===== src/hdl/pd_pkg.sv =====
// ----------------------------------------------------------------------------
// pd_pkg
// Shared types and constants of the percent-escape decoder.
// ----------------------------------------------------------------------------
package pd_pkg;

  localparam logic [7:0] PercentChar = 8'h25;
  localparam int unsigned MaxResults = 3;
  localparam int unsigned FifoDepth  = 4;
  localparam int unsigned PtrW       = $clog2(FifoDepth);
  localparam int unsigned CntW       = $clog2(FifoDepth + 1);

  typedef enum logic [1:0] {
    ERR_NONE      = 2'd0,
    ERR_TRUNCATED = 2'd1,
    ERR_ZERO      = 2'd2,
    ERR_INVALID   = 2'd3
  } err_e;

  typedef struct packed {
    logic [7:0] in_char;
    logic       last_char;
  } in_t;

  typedef struct packed {
    logic [7:0] out_byte;
    logic [1:0] error_code;
    logic       end_of_string;
  } out_t;

  // results produced by one decoded word
  typedef struct packed {
    logic [1:0]                  cnt;
    out_t [MaxResults-1:0]       res;
  } dec_t;

endpackage


===== src/hdl/pd_decode.sv =====
// ----------------------------------------------------------------------------
// pd_decode
// Escape state machine: turns one input word into zero to three results.
// ----------------------------------------------------------------------------
module pd_decode (
  input  logic         clk_i,
  input  logic         rst_ni,
  input  logic         fire_i,
  input  pd_pkg::in_t  item_i,
  input  logic         tolerant_i,
  output pd_pkg::dec_t dec_o
);

  typedef enum logic [1:0] {
    PH_IDLE   = 2'd0,
    PH_PCT    = 2'd1,
    PH_SECOND = 2'd2
  } phase_e;

  phase_e     phase_q, phase_d;
  logic [7:0] first_q, first_d;
  logic       decoded_q, decoded_d;
  logic       discard_q, discard_d;

  function automatic logic [4:0] hex_val(input logic [7:0] c);
    logic [4:0] r;
    r = 5'd0;
    if (c >= 8'h30 && c <= 8'h39) begin
      r = {1'b1, 4'(c - 8'h30)};
    end else if (c >= 8'h41 && c <= 8'h46) begin
      r = {1'b1, 4'(c - 8'h37)};
    end else if (c >= 8'h61 && c <= 8'h66) begin
      r = {1'b1, 4'(c - 8'h57)};
    end
    return r;
  endfunction

  logic [4:0] hi, lo;
  logic [7:0] val;
  logic       c_last;
  logic [7:0] c;

  assign c      = item_i.in_char;
  assign c_last = item_i.last_char;
  assign hi     = hex_val(first_q);
  assign lo     = hex_val(c);
  assign val    = {hi[3:0], lo[3:0]};

  always_comb begin
    logic err;
    logic fin;
    pd_pkg::err_e code;
    err       = 1'b0;
    fin       = 1'b0;
    code      = pd_pkg::ERR_NONE;
    phase_d   = phase_q;
    first_d   = first_q;
    decoded_d = decoded_q;
    discard_d = discard_q;
    dec_o     = '0;

    if (discard_q) begin
      fin = c_last;
    end else begin
      unique case (phase_q)
        PH_IDLE: begin
          if (c == pd_pkg::PercentChar) begin
            if (c_last) begin
              err  = 1'b1;
              code = pd_pkg::ERR_TRUNCATED;
            end else begin
              phase_d = PH_PCT;
            end
          end else begin
            dec_o.cnt    = 2'd1;
            dec_o.res[0] = '{out_byte: c, error_code: pd_pkg::ERR_NONE,
                             end_of_string: c_last};
            fin          = c_last;
          end
        end
        PH_PCT: begin
          first_d = c;
          if (c_last) begin
            err  = 1'b1;
            code = pd_pkg::ERR_TRUNCATED;
          end else begin
            phase_d = PH_SECOND;
          end
        end
        PH_SECOND: begin
          phase_d = PH_IDLE;
          if (hi[4] && lo[4]) begin
            if (val == 8'd0) begin
              err  = 1'b1;
              code = pd_pkg::ERR_ZERO;
            end else begin
              dec_o.cnt    = 2'd1;
              dec_o.res[0] = '{out_byte: val, error_code: pd_pkg::ERR_NONE,
                               end_of_string: c_last};
              decoded_d    = 1'b1;
              fin          = c_last;
            end
          end else if (tolerant_i && !decoded_q) begin
            dec_o.cnt    = 2'd3;
            dec_o.res[0] = '{out_byte: pd_pkg::PercentChar,
                             error_code: pd_pkg::ERR_NONE, end_of_string: 1'b0};
            dec_o.res[1] = '{out_byte: first_q, error_code: pd_pkg::ERR_NONE,
                             end_of_string: 1'b0};
            dec_o.res[2] = '{out_byte: c, error_code: pd_pkg::ERR_NONE,
                             end_of_string: c_last};
            fin          = c_last;
          end else begin
            err  = 1'b1;
            code = pd_pkg::ERR_INVALID;
          end
        end
        default: begin
          phase_d = PH_IDLE;
        end
      endcase
    end

    if (err) begin
      dec_o.cnt    = 2'd1;
      dec_o.res[0] = '{out_byte: 8'd0, error_code: code, end_of_string: 1'b1};
      phase_d      = PH_IDLE;
      if (c_last) begin
        fin = 1'b1;
      end else begin
        discard_d = 1'b1;
      end
    end

    if (fin) begin
      phase_d   = PH_IDLE;
      decoded_d = 1'b0;
      discard_d = 1'b0;
    end

    if (!fire_i) begin
      dec_o.cnt = 2'd0;
    end
  end

  always_ff @(posedge clk_i or negedge rst_ni) begin
    if (!rst_ni) begin
      phase_q   <= PH_IDLE;
      first_q   <= 8'd0;
      decoded_q <= 1'b0;
      discard_q <= 1'b0;
    end else if (fire_i) begin
      phase_q   <= phase_d;
      first_q   <= first_d;
      decoded_q <= decoded_d;
      discard_q <= discard_d;
    end
  end

endmodule


===== src/hdl/pd_fifo.sv =====
// ----------------------------------------------------------------------------
// pd_fifo
// Result queue: takes up to three results per cycle, hands out one.
// ----------------------------------------------------------------------------
module pd_fifo (
  input  logic                      clk_i,
  input  logic                      rst_ni,
  input  pd_pkg::dec_t              push_i,
  input  logic                      pop_i,
  output pd_pkg::out_t              head_o,
  output logic                      valid_o,
  output logic                      room_o,
  output logic [pd_pkg::CntW-1:0]   count_o
);

  pd_pkg::out_t [pd_pkg::FifoDepth-1:0] mem_q;
  logic [pd_pkg::PtrW-1:0] head_q, tail_q;
  logic [pd_pkg::CntW-1:0] count_q, count_d;

  assign head_o  = mem_q[head_q];
  assign valid_o = (count_q != '0);
  assign room_o  = (count_q <= pd_pkg::CntW'(pd_pkg::FifoDepth - pd_pkg::MaxResults));
  assign count_o = count_q;

  always_comb begin
    count_d = count_q + pd_pkg::CntW'(push_i.cnt)
            - pd_pkg::CntW'(pop_i && valid_o);
  end

  always_ff @(posedge clk_i) begin
    for (int i = 0; i < pd_pkg::MaxResults; i++) begin
      if (2'(i) < push_i.cnt) begin
        mem_q[tail_q + pd_pkg::PtrW'(i)] <= push_i.res[i];
      end
    end
  end

  always_ff @(posedge clk_i or negedge rst_ni) begin
    if (!rst_ni) begin
      head_q  <= '0;
      tail_q  <= '0;
      count_q <= '0;
    end else begin
      tail_q  <= tail_q + pd_pkg::PtrW'(push_i.cnt);
      if (pop_i && valid_o) begin
        head_q <= head_q + 1'b1;
      end
      count_q <= count_d;
    end
  end

endmodule


===== src/hdl/percent_escape_decoder_core.sv =====
// ----------------------------------------------------------------------------
// percent_escape_decoder_core
// URL percent-escape decoder, one character word in, zero to three bytes out.
// ----------------------------------------------------------------------------
// One character word is taken per cycle while in_stall_o is low. A word
// waits in the input register, is decoded there, and its results enter a
// four-entry result queue, which registers them before they show at the
// output. Input stalls only while the queue holds two or more results, and
// a stalled output backs up into the input. tolerant_mode is written through
// the cfg port, which is always ready.
module percent_escape_decoder_core (
  input  logic          clk_i,
  input  logic          rst_ni,
  input  logic          in_valid_i,
  output logic          in_stall_o,
  input  pd_pkg::in_t   in_i,
  output logic          out_valid_o,
  input  logic          out_stall_i,
  output pd_pkg::out_t  out_o,
  input  logic          cfg_valid_i,
  output logic          cfg_ready_o,
  input  logic          cfg_data_i
);

  logic         tolerant_q;
  logic         in_valid_q, in_valid_d;
  pd_pkg::in_t  in_q;
  logic         room;
  logic         adv;
  logic         in_acc;
  pd_pkg::dec_t dec;
  logic [pd_pkg::CntW-1:0] count;

  assign cfg_ready_o = 1'b1;
  assign adv         = in_valid_q && room;
  assign in_stall_o  = in_valid_q && !room;
  assign in_acc      = in_valid_i && !in_stall_o;

  always_comb begin
    in_valid_d = in_valid_q;
    if (in_acc) begin
      in_valid_d = 1'b1;
    end else if (adv) begin
      in_valid_d = 1'b0;
    end
  end

  always_ff @(posedge clk_i or negedge rst_ni) begin
    if (!rst_ni) begin
      tolerant_q <= 1'b0;
      in_valid_q <= 1'b0;
    end else begin
      in_valid_q <= in_valid_d;
      if (cfg_valid_i && cfg_ready_o) begin
        tolerant_q <= cfg_data_i;
      end
    end
  end

  always_ff @(posedge clk_i) begin
    if (in_acc) begin
      in_q <= in_i;
    end
  end

  pd_decode u_decode (
    .clk_i      (clk_i),
    .rst_ni     (rst_ni),
    .fire_i     (adv),
    .item_i     (in_q),
    .tolerant_i (tolerant_q),
    .dec_o      (dec)
  );

  pd_fifo u_fifo (
    .clk_i   (clk_i),
    .rst_ni  (rst_ni),
    .push_i  (dec),
    .pop_i   (!out_stall_i),
    .head_o  (out_o),
    .valid_o (out_valid_o),
    .room_o  (room),
    .count_o (count)
  );

`ifndef SYNTHESIS
  a_count_bound: assert property (@(posedge clk_i) disable iff (!rst_ni)
    count <= pd_pkg::CntW'(pd_pkg::FifoDepth))
    else $error("result queue overflow");

  a_err_form: assert property (@(posedge clk_i) disable iff (!rst_ni)
    (out_valid_o && out_o.error_code != pd_pkg::ERR_NONE) |->
      (out_o.end_of_string && out_o.out_byte == 8'd0))
    else $error("error result not terminal or byte nonzero");

  a_hold: assert property (@(posedge clk_i) disable iff (!rst_ni)
    (out_valid_o && out_stall_i) |=> (out_valid_o && $stable(out_o)))
    else $error("stalled result lost or changed");

  a_no_push_full: assert property (@(posedge clk_i) disable iff (!rst_ni)
    (dec.cnt != 2'd0) |-> (in_valid_q && room))
    else $error("results pushed without a decoded word");
`endif

endmodule

===== config.mk =====
export PLATFORM = sky130hd
export DESIGN_NAME = percent_escape_decoder_core
export DESIGN_NICKNAME = d
export VERILOG_FILES = /design/src/hdl/pd_pkg.sv /design/src/hdl/pd_decode.sv /design/src/hdl/pd_fifo.sv /design/src/hdl/percent_escape_decoder_core.sv
export SDC_FILE = /design/constraint.sdc
export NUM_CORES = 1
export LEC_CHECK = 0
export BUFFER_PORTS_ARGS = -buffer_cell sky130_fd_sc_hd__buf_2
export CAP_MARGIN = 25
export CORE_MARGIN = 3
export CORE_UTILIZATION = 50
export CTS_CLUSTER_SIZE = 28
export DETAILED_ROUTE_END_ITERATION = 16
export PLACE_DENSITY = 0.7
export SLEW_MARGIN = 20
export SYNTH_ARGS = -nofsm -noshare
export SYNTH_HDL_FRONTEND = slang
export SYNTH_SLANG_ARGS = --single-unit

===== constraint.sdc =====
create_clock -name clk_i -period 3 [get_ports clk_i]
set_input_delay 0.15 -clock clk_i [delete_from_list [all_inputs] [get_ports clk_i]]
set_output_delay 0.15 -clock clk_i [all_outputs]
set_load 0.1 [all_outputs]

Yosys cells after proc, flatten, opt, wreduce, memory -nomap -nowiden

Index checks and enable logic that the tools add are counted.

Multiplexer cells: 74
Reductions and logical operators: 30
$lt $le $gt $ge: 23
Equal/unequal tests: 10
Add/sub/neg operators: 12
Bitwise gates (word level): 1

Operators by type and width:

| operator                                                    | number |
|---|---|
| bitwise mux 44 bit                                          | 3 |
| two-way mux 44 bit                                          | 3 |
| two-way mux 11 bit                                          | 8 |
| two-way mux 35 bit                                          | 2 |
| demux 11 bit (select 2 bit)                                 | 3 |
| two-way mux 22 bit                                          | 2 |
| >= comparator 8 x 7 -> 1 bit (second input constant)        | 4 |
| <= comparator 8 x 7 -> 1 bit (second input constant)        | 4 |
| two-way mux 5 bit                                           | 6 |
| two-way mux 2 bit                                           | 14 |
| two-way mux 1 bit                                           | 26 |
| binary-select mux 11 bit (select 2 bit)                     | 1 |
| case mux 11 bit (2 select lines)                            | 1 |
| >= comparator 8 x 6 -> 1 bit (second input constant)        | 2 |
| <= comparator 8 x 6 -> 1 bit (second input constant)        | 2 |
| subtractor 4 x 3 -> 4 bit (second input constant)           | 4 |
| logical AND 1 bit                                           | 15 |
| less-than comparator 2 x 3 -> 1 bit (second input constant) | 4 |
| AND reduction 5 bit                                         | 2 |
| == test 8 x 6 -> 1 bit (second input constant)              | 1 |
| zero test 8 bit                                             | 1 |
| != test 4 x 2 -> 1 bit (second input constant)              | 2 |
| case mux 2 bit (2 select lines)                             | 2 |
| nonzero test 2 bit                                          | 4 |
| 24 further kinds                                            | 34 |

Input port bits: 15
Logic and storage cells: 173
Register bits: 74

Longest topological paths before layout

Gate-level depths: netlist (run 1).

Word-level depth: 18
Gate-level depth with buffers: 12
Mapped depth without buffers: 11

Cells and area by module

From an unflattened synthesis (run 1), not the netlist that was laid out.

Cell total of the unflattened synthesis: 477
Area, all modules: 4704.5 um2

By module, submodules not included:

| module                      | area each (um2) | times used | cells an instance | sequential area each (um2) |
|---|---|---|---|---|
| pd_fifo                     | 2845.2          | 1          | 265               | 1056.0 |
| pd_decode                   | 1472.7          | 1          | 192               | 300.3 |
| percent_escape_decoder_core | 386.6           | 1          | 20                | 320.3 |

Least setup slack after synthesis (run 1)

Ideal clock, no wire load.

Path type: register to register
From: reg u_decode.first_q[0]
To: reg u_fifo.count_q, in the netlist u_fifo.count_o[2]
Stages on the path, launching flop included: 13
Library setup time: 0.123 ns
Path buffers: 1
Setup slack: -0.179 ns
Arrival: 3.056 ns
Period minus slack after synthesis: 3.179 ns
Path through: dfrtp_1 > clkbuf_1 > inv_1 > ha_1 > o21ba_2 > o21ai_0 > nand2_1 > a21oi_1 > inv_1 > ha_1 > fa_1 > xor2_1 > xnor2_1

Cells in the longest elaborated chain, start to end: 14
Elaborated cells between the ends (all ways): 29

Ends and longest elaborated chain:

| what                                                                                      | RTL line         | text |
|---|---|---|
| start: declaration                                                                        | pd_decode.sv:21  | `logic [7:0] first_q, first_d;` |
| start signal: assignment                                                                  | pd_decode.sv:153 | `first_q <= first_d;` |
| >= comparator 8 x 7 -> 1 bit / <= comparator 8 x 7 -> 1 bit (equally long branches)       | pd_decode.sv:32  | `end else if (c >= 8'h61 && c <= 8'h66) begin` |
| logical AND 1 bit                                                                         | pd_decode.sv:32  |  |
| two-way mux 5 bit                                                                         | pd_decode.sv:32  |  |
| two-way mux 5 bit                                                                         | pd_decode.sv:30  | `end else if (c >= 8'h41 && c <= 8'h46) begin` |
| two-way mux 5 bit *                                                                       | pd_decode.sv:28  | `if (c >= 8'h30 && c <= 8'h39) begin` |
| zero test 8 bit                                                                           | pd_decode.sv:93  | `if (val == 8'd0) begin` |
| two-way mux 1 bit                                                                         | pd_decode.sv:93  |  |
| two-way mux 1 bit / two-way mux 2 bit (equally long branches)                             | pd_decode.sv:92  | `if (hi[4] && lo[4]) begin` |
| case mux 1 bit (3 select lines) / case mux 2 bit (2 select lines) (equally long branches) | pd_decode.sv:65  | `unique case (phase_q)` |
| two-way mux 1 bit / two-way mux 35 bit (equally long branches)                            | pd_decode.sv:62  | `if (discard_q) begin` |
| two-way mux 2 bit *                                                                       | pd_decode.sv:123 | `if (err) begin` |
| two-way mux 2 bit *                                                                       | pd_decode.sv:140 | `if (!fire_i) begin` |
| adder 3 x 2 -> 3 bit *                                                                    | pd_fifo.sv:26    | `count_d = count_q + pd_pkg::CntW'(push_i.cnt)` |
| subtractor 3 x 1 -> 3 bit *                                                               | pd_fifo.sv:27    | `- pd_pkg::CntW'(pop_i && valid_o);` |
| net u_fifo.count_d, one bit                                                               | pd_fifo.sv:18    | `logic [pd_pkg::CntW-1:0] count_q, count_d;` |
| end signal: assignment                                                                    | pd_fifo.sv:48    | `count_q <= count_d;` |
| end: declaration                                                                          | pd_fifo.sv:18    |  |

Mark *: on every way through the listed nets, which the timed path passes. The rest lies on a longest branch.
A chain may end at the register's enable or synchronous reset.

Worst setup path in the final report (run 1)

From: reg in_q[1] (netlist name)
To: reg u_fifo.mem_q[41] (netlist name)

Cells in the longest elaborated chain, start to end: 18
Elaborated cells between the ends (all ways): 46

Ends and longest elaborated chain:

| what                                                                                | RTL line                          | text |
|---|---|---|
| start: declaration                                                                  | percent_escape_decoder_core.sv:27 | `pd_pkg::in_t in_q;` |
| start signal: assignment                                                            | percent_escape_decoder_core.sv:62 | `in_q <= in_i;` |
| >= comparator 8 x 7 -> 1 bit / <= comparator 8 x 7 -> 1 bit (equally long branches) | pd_decode.sv:32                   |  |
| logical AND 1 bit                                                                   | pd_decode.sv:32                   |  |
| two-way mux 5 bit                                                                   | pd_decode.sv:32                   |  |
| two-way mux 5 bit                                                                   | pd_decode.sv:30                   |  |
| two-way mux 5 bit                                                                   | pd_decode.sv:28                   |  |
| zero test 8 bit                                                                     | pd_decode.sv:93                   |  |
| two-way mux 1 bit                                                                   | pd_decode.sv:93                   |  |
| two-way mux 1 bit / two-way mux 2 bit (equally long branches)                       | pd_decode.sv:92                   |  |
| [... 2 more ...]                                                                    | --                                |  |
| two-way mux 2 bit                                                                   | pd_decode.sv:123                  |  |
| two-way mux 2 bit                                                                   | pd_decode.sv:140                  |  |
| less-than comparator 1 x 2 -> 1 bit                                                 | pd_fifo.sv:32                     | `if (2'(i) < push_i.cnt) begin` |
| two-way mux 44 bit                                                                  | pd_fifo.sv:32                     |  |
| bitwise mux 44 bit                                                                  | pd_fifo.sv:33                     | `mem_q[tail_q + pd_pkg::PtrW'(i)] <= push_i.res[i];` |
| two-way mux 44 bit                                                                  | pd_fifo.sv:32                     |  |
| bitwise mux 44 bit                                                                  | pd_fifo.sv:33                     |  |
| two-way mux 44 bit *                                                                | pd_fifo.sv:32                     |  |
| end signal: indexed assignment                                                      | pd_fifo.sv:33                     |  |
| end: declaration                                                                    | pd_fifo.sv:16                     | `pd_pkg::out_t [pd_pkg::FifoDepth-1:0] mem_q;` |

Mark *: on every way between the ends. The rest lies on a longest branch, timed or not.

==> flow_summary.json, run 1 <==
{
  "status": "complete, no violations",
  "yosys.area_share.simple_pct": 20.0,
  "worstPathMaxFanout": 8,
  "synth_mux_area_share_pct": 8.62,
  "maxSlewViolCount": 0,
  "initial_utilization_pct": 52.0,
  "min_path_cells": 4,
  "arrival_ns": 3.11,
  "n_antenna_cell": 0,
  "drc_errors": 0,
  "r2r_cells": 9,
  "synth_nets": 501,
  "reg2reg_setup_slack_ns": 0.14,
  "synth_flop_cell": "dfxtp_1",
  "cpMaxStageDelayCell": "edfxtp_1",
  "hold_class": "input port to register",
  "p_per_area_mw_per_mm2": 1150,
  "skew_ns": 0.0101,
  "drv_cap": 0,
  "vias": 4109,
  "rsz0062_at_grt": "no",
  "place_area_mm2": 0.00486,
  "crit_required_ns": 3.24,
  "ant_nets": 0,
  "path_cells": "inv_1 > ha_1 > and4b_1 > a2111o_1 > o21a_2 > o21ai_1 > o211ai_1 > a22o_1 > a221o_1",
  "whs_endpoint": "u_fifo.head_q[1]$_DFFE_PN0P_",
  "async_flop_share_pct": 28.4,
  "cp-end-kind": "register",
  "rows": 33,
  "synth_compound_area_share_pct": 23.4,
  "fin_nets": 574,
  "met1_length_mm": 5.58,
  "path_class": "register to register",
  "syn_area_mm2": 0.00434,
  "ys_ff_latch": 74,
  "min-delay-start": "out_stall_i",
  "syn_inst": 474,
  "synthTopCellsByArea": "dfxtp_1 (20%), dfrtp_1 (12%), edfxtp_1 (6.2%)",
  "grt_max_degree": 22,
  "syn_to_final_growth_pct": 20.9,
  "r2r_end": "u_fifo.mem_q[41]$_DFF_P_",
  "synth_edf_count": 9,
  "final.period_utilization_pct": 95.5,
  "cts_max_level": 3,
  "viasPerCell": 6.25,
  "worstSkewPairLatency_ns": 0.36,
  "layout-drive-gt1-share_pct": 22.1,
  "synth_top_family_by_area": "compound AO/OA/AOI/OAI gates",
  "synthAdderAreaFrac_pct": 3.63,
  "worst_pin_slew_ns": 0.979,
  "layout_common_cells": "nand2_1 (50), buf_4 (45), dfxtp_1 (44)",
  "cellLeakagePower_uw": 0.00219,
  "first_iter_violations": 324,
  "startpoint_type": "register",
  "firstDrtPassIters": 6,
  "ir_drop_mv": 0.582,
  "overflow": 0,
  "grt_pass1_wl_mm": 21.9,
  "grt.total_usage_pct": 28.5,
  "setup_viol": 0,
  "period_minus_slack_ns": 2.86,
  "cts_tree": "done",
  "wire_per_inst_um": 20.4,
  "r2r_start": "in_q[1]$_DFFE_PP_",
  "clk_pin_slew_ns": 0.08,
  "cts.sink_count": 74,
  "synth_seq_area_share_pct": 38.7,
  "antenna_found_initial": 0,
  "gp_congestion": 0.993,
  "grt_pass1_vias": 4098,
  "synth_xor_area_share_pct": 1.21,
  "wl_mm": 13.4,
  "port_buffers": 27,
  "cp-startpoint": "in_q[1]$_DFFE_PP_",
  "dpl.hpwl_mm": 10.0,
  "yosys.area.top_type": "dfxtp_1",
  "highest_layer": "met4",
  "cts_buffers": 9,
  "cts_root_buffer": "clkbuf_8",
  "slowest_delay_ns": 0.42,
  "slew_headroom_pct": 34.5,
  "final_common_cell": "nand2_1",
  "dieArea_mm2": 0.00983,
  "max_freq_mhz": 349,
  "coreArea_mm2": 0.00834,
  "ys.warnings.count": 0,
  "n_fill_cell": 725,
  "syn_area_per_cell_um2": 9.15,
  "fin_util_pct": 62.9,
  "design_area_mm2": 0.00524,
  "ys_types": 71,
  "fin_setup_tns_ns": 0,
  "hold_violations": 0,
  "wl_met3_mm": 1.17,
  "die_y_um": 99.1,
  "wl_met2_mm": 6.25,
  "clockBufferDepth": 2,
  "die_x_um": 99.1,
  "io_pins": 29,
  "synth_top_cell_area_share_pct": 20.3
}
==> flip-flops by register name, indices dropped and copies added (netlist names) <==
register,flops
u_decode.decoded_q,1
u_decode.discard_q,1
u_decode.first_q,8
u_fifo.tail_q,2
tolerant_q,1
u_fifo.count_o,3
in_q,9
in_valid_q,1
u_decode.phase_q,2
u_fifo.mem_q,44
u_fifo.head_q,2
==> worst max path at each step <==
stage                                  end  slack [ns]  cells past startpoint
6_report          u_fifo.mem_q[41]$_DFF_P_        0.14                      9
5_1_grt        u_fifo.count_o[2]$_DFF_PN0_      0.0009                     11
4_1_cts        u_fifo.count_o[2]$_DFF_PN0_         0.1                     11
3_5_place_dp   u_fifo.count_o[2]$_DFF_PN0_       -0.03                     11
3_3_place_gp      u_fifo.mem_q[18]$_DFF_P_       -0.01                      7
2_1_floorplan  u_fifo.count_o[2]$_DFF_PN0_        0.02                     12
==> Yosys cell counts (4+ instances only) <==
cell,instances
mux2i_1,7
a222oi_1,7
a221o_1,6
dfrtp_1,21
o21ai_1,5
nor2_1,40
ha_1,11
o21a_1,4
a211oi_1,8
o31a_1,4
nor2b_1,6
inv_1,22
a21oi_1,14
nand3_1,23
a22oi_1,7
xnor2_1,4
a31oi_1,5
o31ai_1,5
dfxtp_1,44
mux2_2,5
nor3_1,18
buf_2,4
nand2_1,50
o21ai_0,36
and2_1,5
clkbuf_1,16
and3_1,4
o211ai_1,8
mux4_2,11
a211o_1,5
edfxtp_1,9
==> repair_timing <==
action                                  in CTS  in global routing
buffers inserted                             0                  1
pin swaps                                    0                  3
resized for setup                            1                  4
hold buffers                                13                  0
hold endpoints to repair                    32                  0
endpoints found under the setup margin       1                 12
==> area by class of cell <==
type	count	area, µm²	share of cell area [%]
Multi-Input combinational cell	354	2500	47.7
Sequential cell	74	1680	32.0
Timing Repair Buffer	86	623	11.9
Clock buffer	12	178	3.39
Tap cell	105	131	2.51
Inverter	22	82.6	1.57
Clock inverter	4	52.6	1.00
==> critical path, delay by kind of cell (launching register included) <==
kind                     cells  cell delay, ns
AND/OR/NAND/NOR              1            0.19
buffers and inverters        1            0.15
AO/OA/AOI/OAI                6            1.80
flip-flops                   1            0.42
adder cells (fa/ha/maj)      1            0.19
==> metrics by stage <==
step           setup WS, ns  std cells  power [µW]  hold slack [ns]
6_report              0.136        657        6010            0.119
2_1_floorplan        0.0166        474        4280           -0.146
4_1_cts              0.0972        656        5990            0.108
3_5_place_dp        -0.0261        627        5090            0.149
3_3_place_gp        -0.0148        627        5020            0.140
5_1_grt            0.000942        657        6340            0.125
==> cell families after synthesis <==
| family | after synthesis |
|---|---|
| fa+ha+maj | 12 |
| simple gates | 170 |
| compound gates | 142 |
| buf+inv | 46 |
| other cells | 1 |
| flops | 74 |
| mux | 23 |
| xor+xnor | 6 |
==> routing by layer <==
layer | up-vias | track usage [%]
met5 | - | 0
met4 | 0 | 10.7
met3 | 36 | 7.64
met2 | 193 | 44.8
met1 | 1960 | 37.7
li1 | 1920 | -
==> power breakdown <==
part           internal (µW)  leakage (µW)  switching [µW]
registers               1410      0.000720             377
logic                   1110       0.00135            2230
clock network            489      0.000114             400
total                   3000       0.00219            3010
No activity file was read; power rests on OpenSTA's default activity.
==> run 2, diff against run 1 <==
SYNTH_HIERARCHICAL = 1   (was not set)
==> run 2 against run 1 <==
  * Synthesized cell count is 0.63% higher
  * Highest routed layer unchanged
  * Setup slack got worse by 0.10 ns
  * Largest cell class unchanged
  * Count of clock-buffer cells in the layout is 2 lower
  * Maximum frequency decreased by 3.5%
  * Via count up 0.88%
  * Clock skew fell by 0.00090 ns
  * Die area increased by 7.9%
  * First-iteration DRC count decreased by 1.9%
  * Cell area up 7.0%
  * Global-route usage decreased by 4.4 points
  * Sequential power about the same
==> flow_summary.json, run 2 <==
{
  "dpl.hpwl_mm": 8.91,
  "synth_top_cell_area_share_pct": 18.7,
  "cts_buffers": 9,
  "n_antenna_cell": 0,
  "wire_per_inst_um": 20.0,
  "gp_congestion": 0.944,
  "cts_tree": "done",
  "syn_area_per_cell_um2": 9.86,
  "die_y_um": 103,
  "place_area_mm2": 0.00511,
  "fin_setup_tns_ns": 0,
  "layout_common_cells": "inv_1 (52), buf_4 (49), dfxtp_1 (44)",
  "cts_root_buffer": "clkbuf_8",
  "multi_input_area_mm2": 0.00271,
  "regMostFlops": "u_fifo/mem_q",
  "clockBufferDepth": 2,
  "ys_types": 68,
  "antenna_found_initial": 0,
  "arrival_ns": 3.21,
  "firstDrtPassIters": 8,
  "grt_pass1_wl_mm": 19.9,
  "drv_cap": 0,
  "hold_violations": 0,
  "drc_errors": 0,
  "ys_ff_latch": 74,
  "first_iter_violations": 318,
  "ant_nets": 0,
  "design_area_mm2": 0.00561,
  "setup_viol": 0,
  "skew_ns": 0.00923,
  "met3_usage_pct": 3.65,
  "final.period_utilization_pct": 98.9,
  "holdWs_ns": 0.0354,
  "worst_pin_slew_ns": 0.818,
  "cts.sink_count": 74,
  "startpoint_type": "register",
  "maxSlewViolCount": 0,
  "path_class": "register to register",
  "crit_required_ns": 3.24,
  "die_x_um": 103,
  "layout-drive-gt1-share_pct": 29.1,
  "path_cells": "or4b_4 > or3_4 > a221oi_4 > nand2b_4 > nor3_4 > buf_4 > maj3_2 > o221a_2",
  "crit_family": "simple AND/OR/NAND/NOR gates",
  "seqCellArea_mm2": 0.00168,
  "ys.warnings.count": 6,
  "cpMaxStageDelayCell": "or4b_4",
  "gr-usage-met1_pct": 30.8,
  "wl_mm": 13.0,
  "syn_to_final_growth_pct": 19.3,
  "grt.total_usage_pct": 24.1,
  "place_ws_ns": -0.0286,
  "finalWorstSetupSlack_ns": 0.0335,
  "post-synth-top-count-cell": "inv_1",
  "initial_utilization_pct": 52.7,
  "final_common_cell": "inv_1",
  "dieArea_mm2": 0.0106,
  "synthTopCellsByCount": "inv_1 (53), dfxtp_1 (44), a222oi_1 (22)",
  "viasPerCell": 6.37,
  "synth_edf_count": 9,
  "port_buffers": 27,
  "top_regs": "u_fifo/mem_q: 44 flops, in_q: 9 flops, u_decode/first_q: 8 flops",
  "slew_headroom_pct": 45.5,
  "largest_reg_flops": 44,
  "hold_class": "input port to register",
  "worstPathMaxFanout": 11,
  "async_flop_share_pct": 28.4,
  "use_met2_pct": 40.7,
  "synthTopCellsByArea": "dfxtp_1 (19%), dfrtp_1 (11%), edfxtp_1 (5.7%)",
  "cp-end-kind": "register",
  "syn_area_mm2": 0.00470,
  "status": "complete, no violations",
  "rsz0062_at_grt": "yes",
  "ir_drop_mv": 0.694,
  "p_per_area_mw_per_mm2": 1080,
  "synth_flop_cell": "dfxtp_1",
  "n_fill_cell": 737,
  "vias": 4145,
  "synth_seq_area_share_pct": 35.6,
  "period_minus_slack_ns": 2.97,
  "worstSkewPairLatency_ns": 0.35,
  "clk_pin_slew_ns": 0.08,
  "syn_inst": 477,
  "path_buf_inv": 1,
  "rows": 34,
  "coreArea_mm2": 0.00893,
  "io_pins": 29,
  "overflow": 0,
  "max_freq_mhz": 337,
  "grt_max_degree": 22,
  "cts_max_level": 3,
  "yosys.area.top_type": "dfxtp_1",
  "grt_most_used_layer": "met2",
  "grt_pass1_vias": 3961,
  "fin_nets": 565,
  "cellLeakagePower_uw": 0.00240,
  "slowest_delay_ns": 0.55
}
[run 2: cell count changes in the layout (fill, tap and decap cells not counted), moves of 10 or more]
cell      before  now
o221a_1        0   18
o21ai_0       34   10
nor4_1         0   10
nand2_1       50   20
inv_1         22   52
a32oi_1        2   21
nor3_1        17    6
mux2i_1        7   20
nor2_1        40   12
nand2b_1       3   16
a222oi_1       7   22
nand3_1       23    3
[run 2: what timing repair did]
item,CTS,global route
resized for setup,3,24
setup buffers,0,7
hold buffers,11,0
pin swaps,0,8
setup endpoints to repair,9,43
hold endpoints to repair,31,0
cloned,0,1
[run 2: where the power goes]
part | switching (µW) | internal, µW | leakage (µW) | total (µW)
sequential | 391 | 1410 | 0.000725 | 1800
clock | 402 | 519 | 0.000118 | 921
combinational | 2160 | 1170 | 0.00156 | 3330
[run 2: worst paths after layout]
check                                                startpoint                              end  slack [ns]  cells after the start
worst min register to register         u_fifo/mem_q[24]$_DFF_P_         u_fifo/mem_q[24]$_DFF_P_        0.49                      2
worst min-delay path                                 cfg_data_i           tolerant_q$_DFFE_PN0P_        0.04                      2
max in group asynchronous                                rst_ni  u_decode/first_q[2]$_DFFE_PN0P_        2.35                      2
min in group asynchronous                                rst_ni      u_fifo/count_o[1]$_DFF_PN0_        0.30                      2
worst max register to register  u_decode/first_q[4]$_DFFE_PN0P_         u_fifo/mem_q[11]$_DFF_P_        0.03                      8
worst max-delay path            u_decode/first_q[4]$_DFFE_PN0P_         u_fifo/mem_q[11]$_DFF_P_        0.03                      8
[run 2: stage by stage]
stage / power (µW) / std cells / util, %
3_5_place_dp: 5050 / 617 / 57.2
3_3_place_gp: 4970 / 617 / 57.2
2_1_floorplan: 4440 / 481 / -
6_report: 6050 / 651 / 62.8
5_1_grt: 6340 / 651 / 62.8
4_1_cts: 5990 / 643 / 61.2
[run 2: final cells by class]
type | instances | share of cell area, %
Multi-Input combinational cell | 310 | 48.2
Sequential cell | 74 | 29.9
Timing Repair Buffer | 91 | 11.8
Inverter | 53 | 3.55
Clock buffer | 10 | 2.65
Tap cell | 108 | 2.41
Clock inverter | 5 | 1.54
[run 2: routing by layer]
| layer | vias to the layer above | routed length, µm |
|---|---|---|
| li1 | 1920 | - |
| met1 | 2006 | 5440 |
| met2 | 189 | 6460 |
| met3 | 30 | 810 |
| met4 | 0 | 314 |
| met5 | - | 0 |
[run 2: logic make-up (layout without fill, tap and decap cells)]
| family | count (synthesis) | in the layout | share of synthesized area, % |
|---|---|---|---|
| AND/OR/NAND/NOR | 122 | 122 | 15.2 |
| adder cells (fa/ha/maj) | 13 | 13 | 3.56 |
| XOR/XNOR | 6 | 6 | 1.12 |
| buffers and inverters | 97 | 159 | 9.84 |
| multiplexers | 41 | 41 | 12.0 |
| other | 2 | 6 | 0.160 |
| flip-flops | 74 | 74 | 35.6 |
| AO/OA/AOI/OAI | 122 | 122 | 22.5 |
[run 2: worst reg2reg max path, cell delays in order (launching register included)]
cell and delay, ns:
dfrtp_1 0.38, or4b_4 0.55, or3_4 0.35, a221oi_4 0.36, nand2b_4 0.22, nor3_4 0.07
buf_4 0.16, maj3_2 0.45, o221a_2 0.32
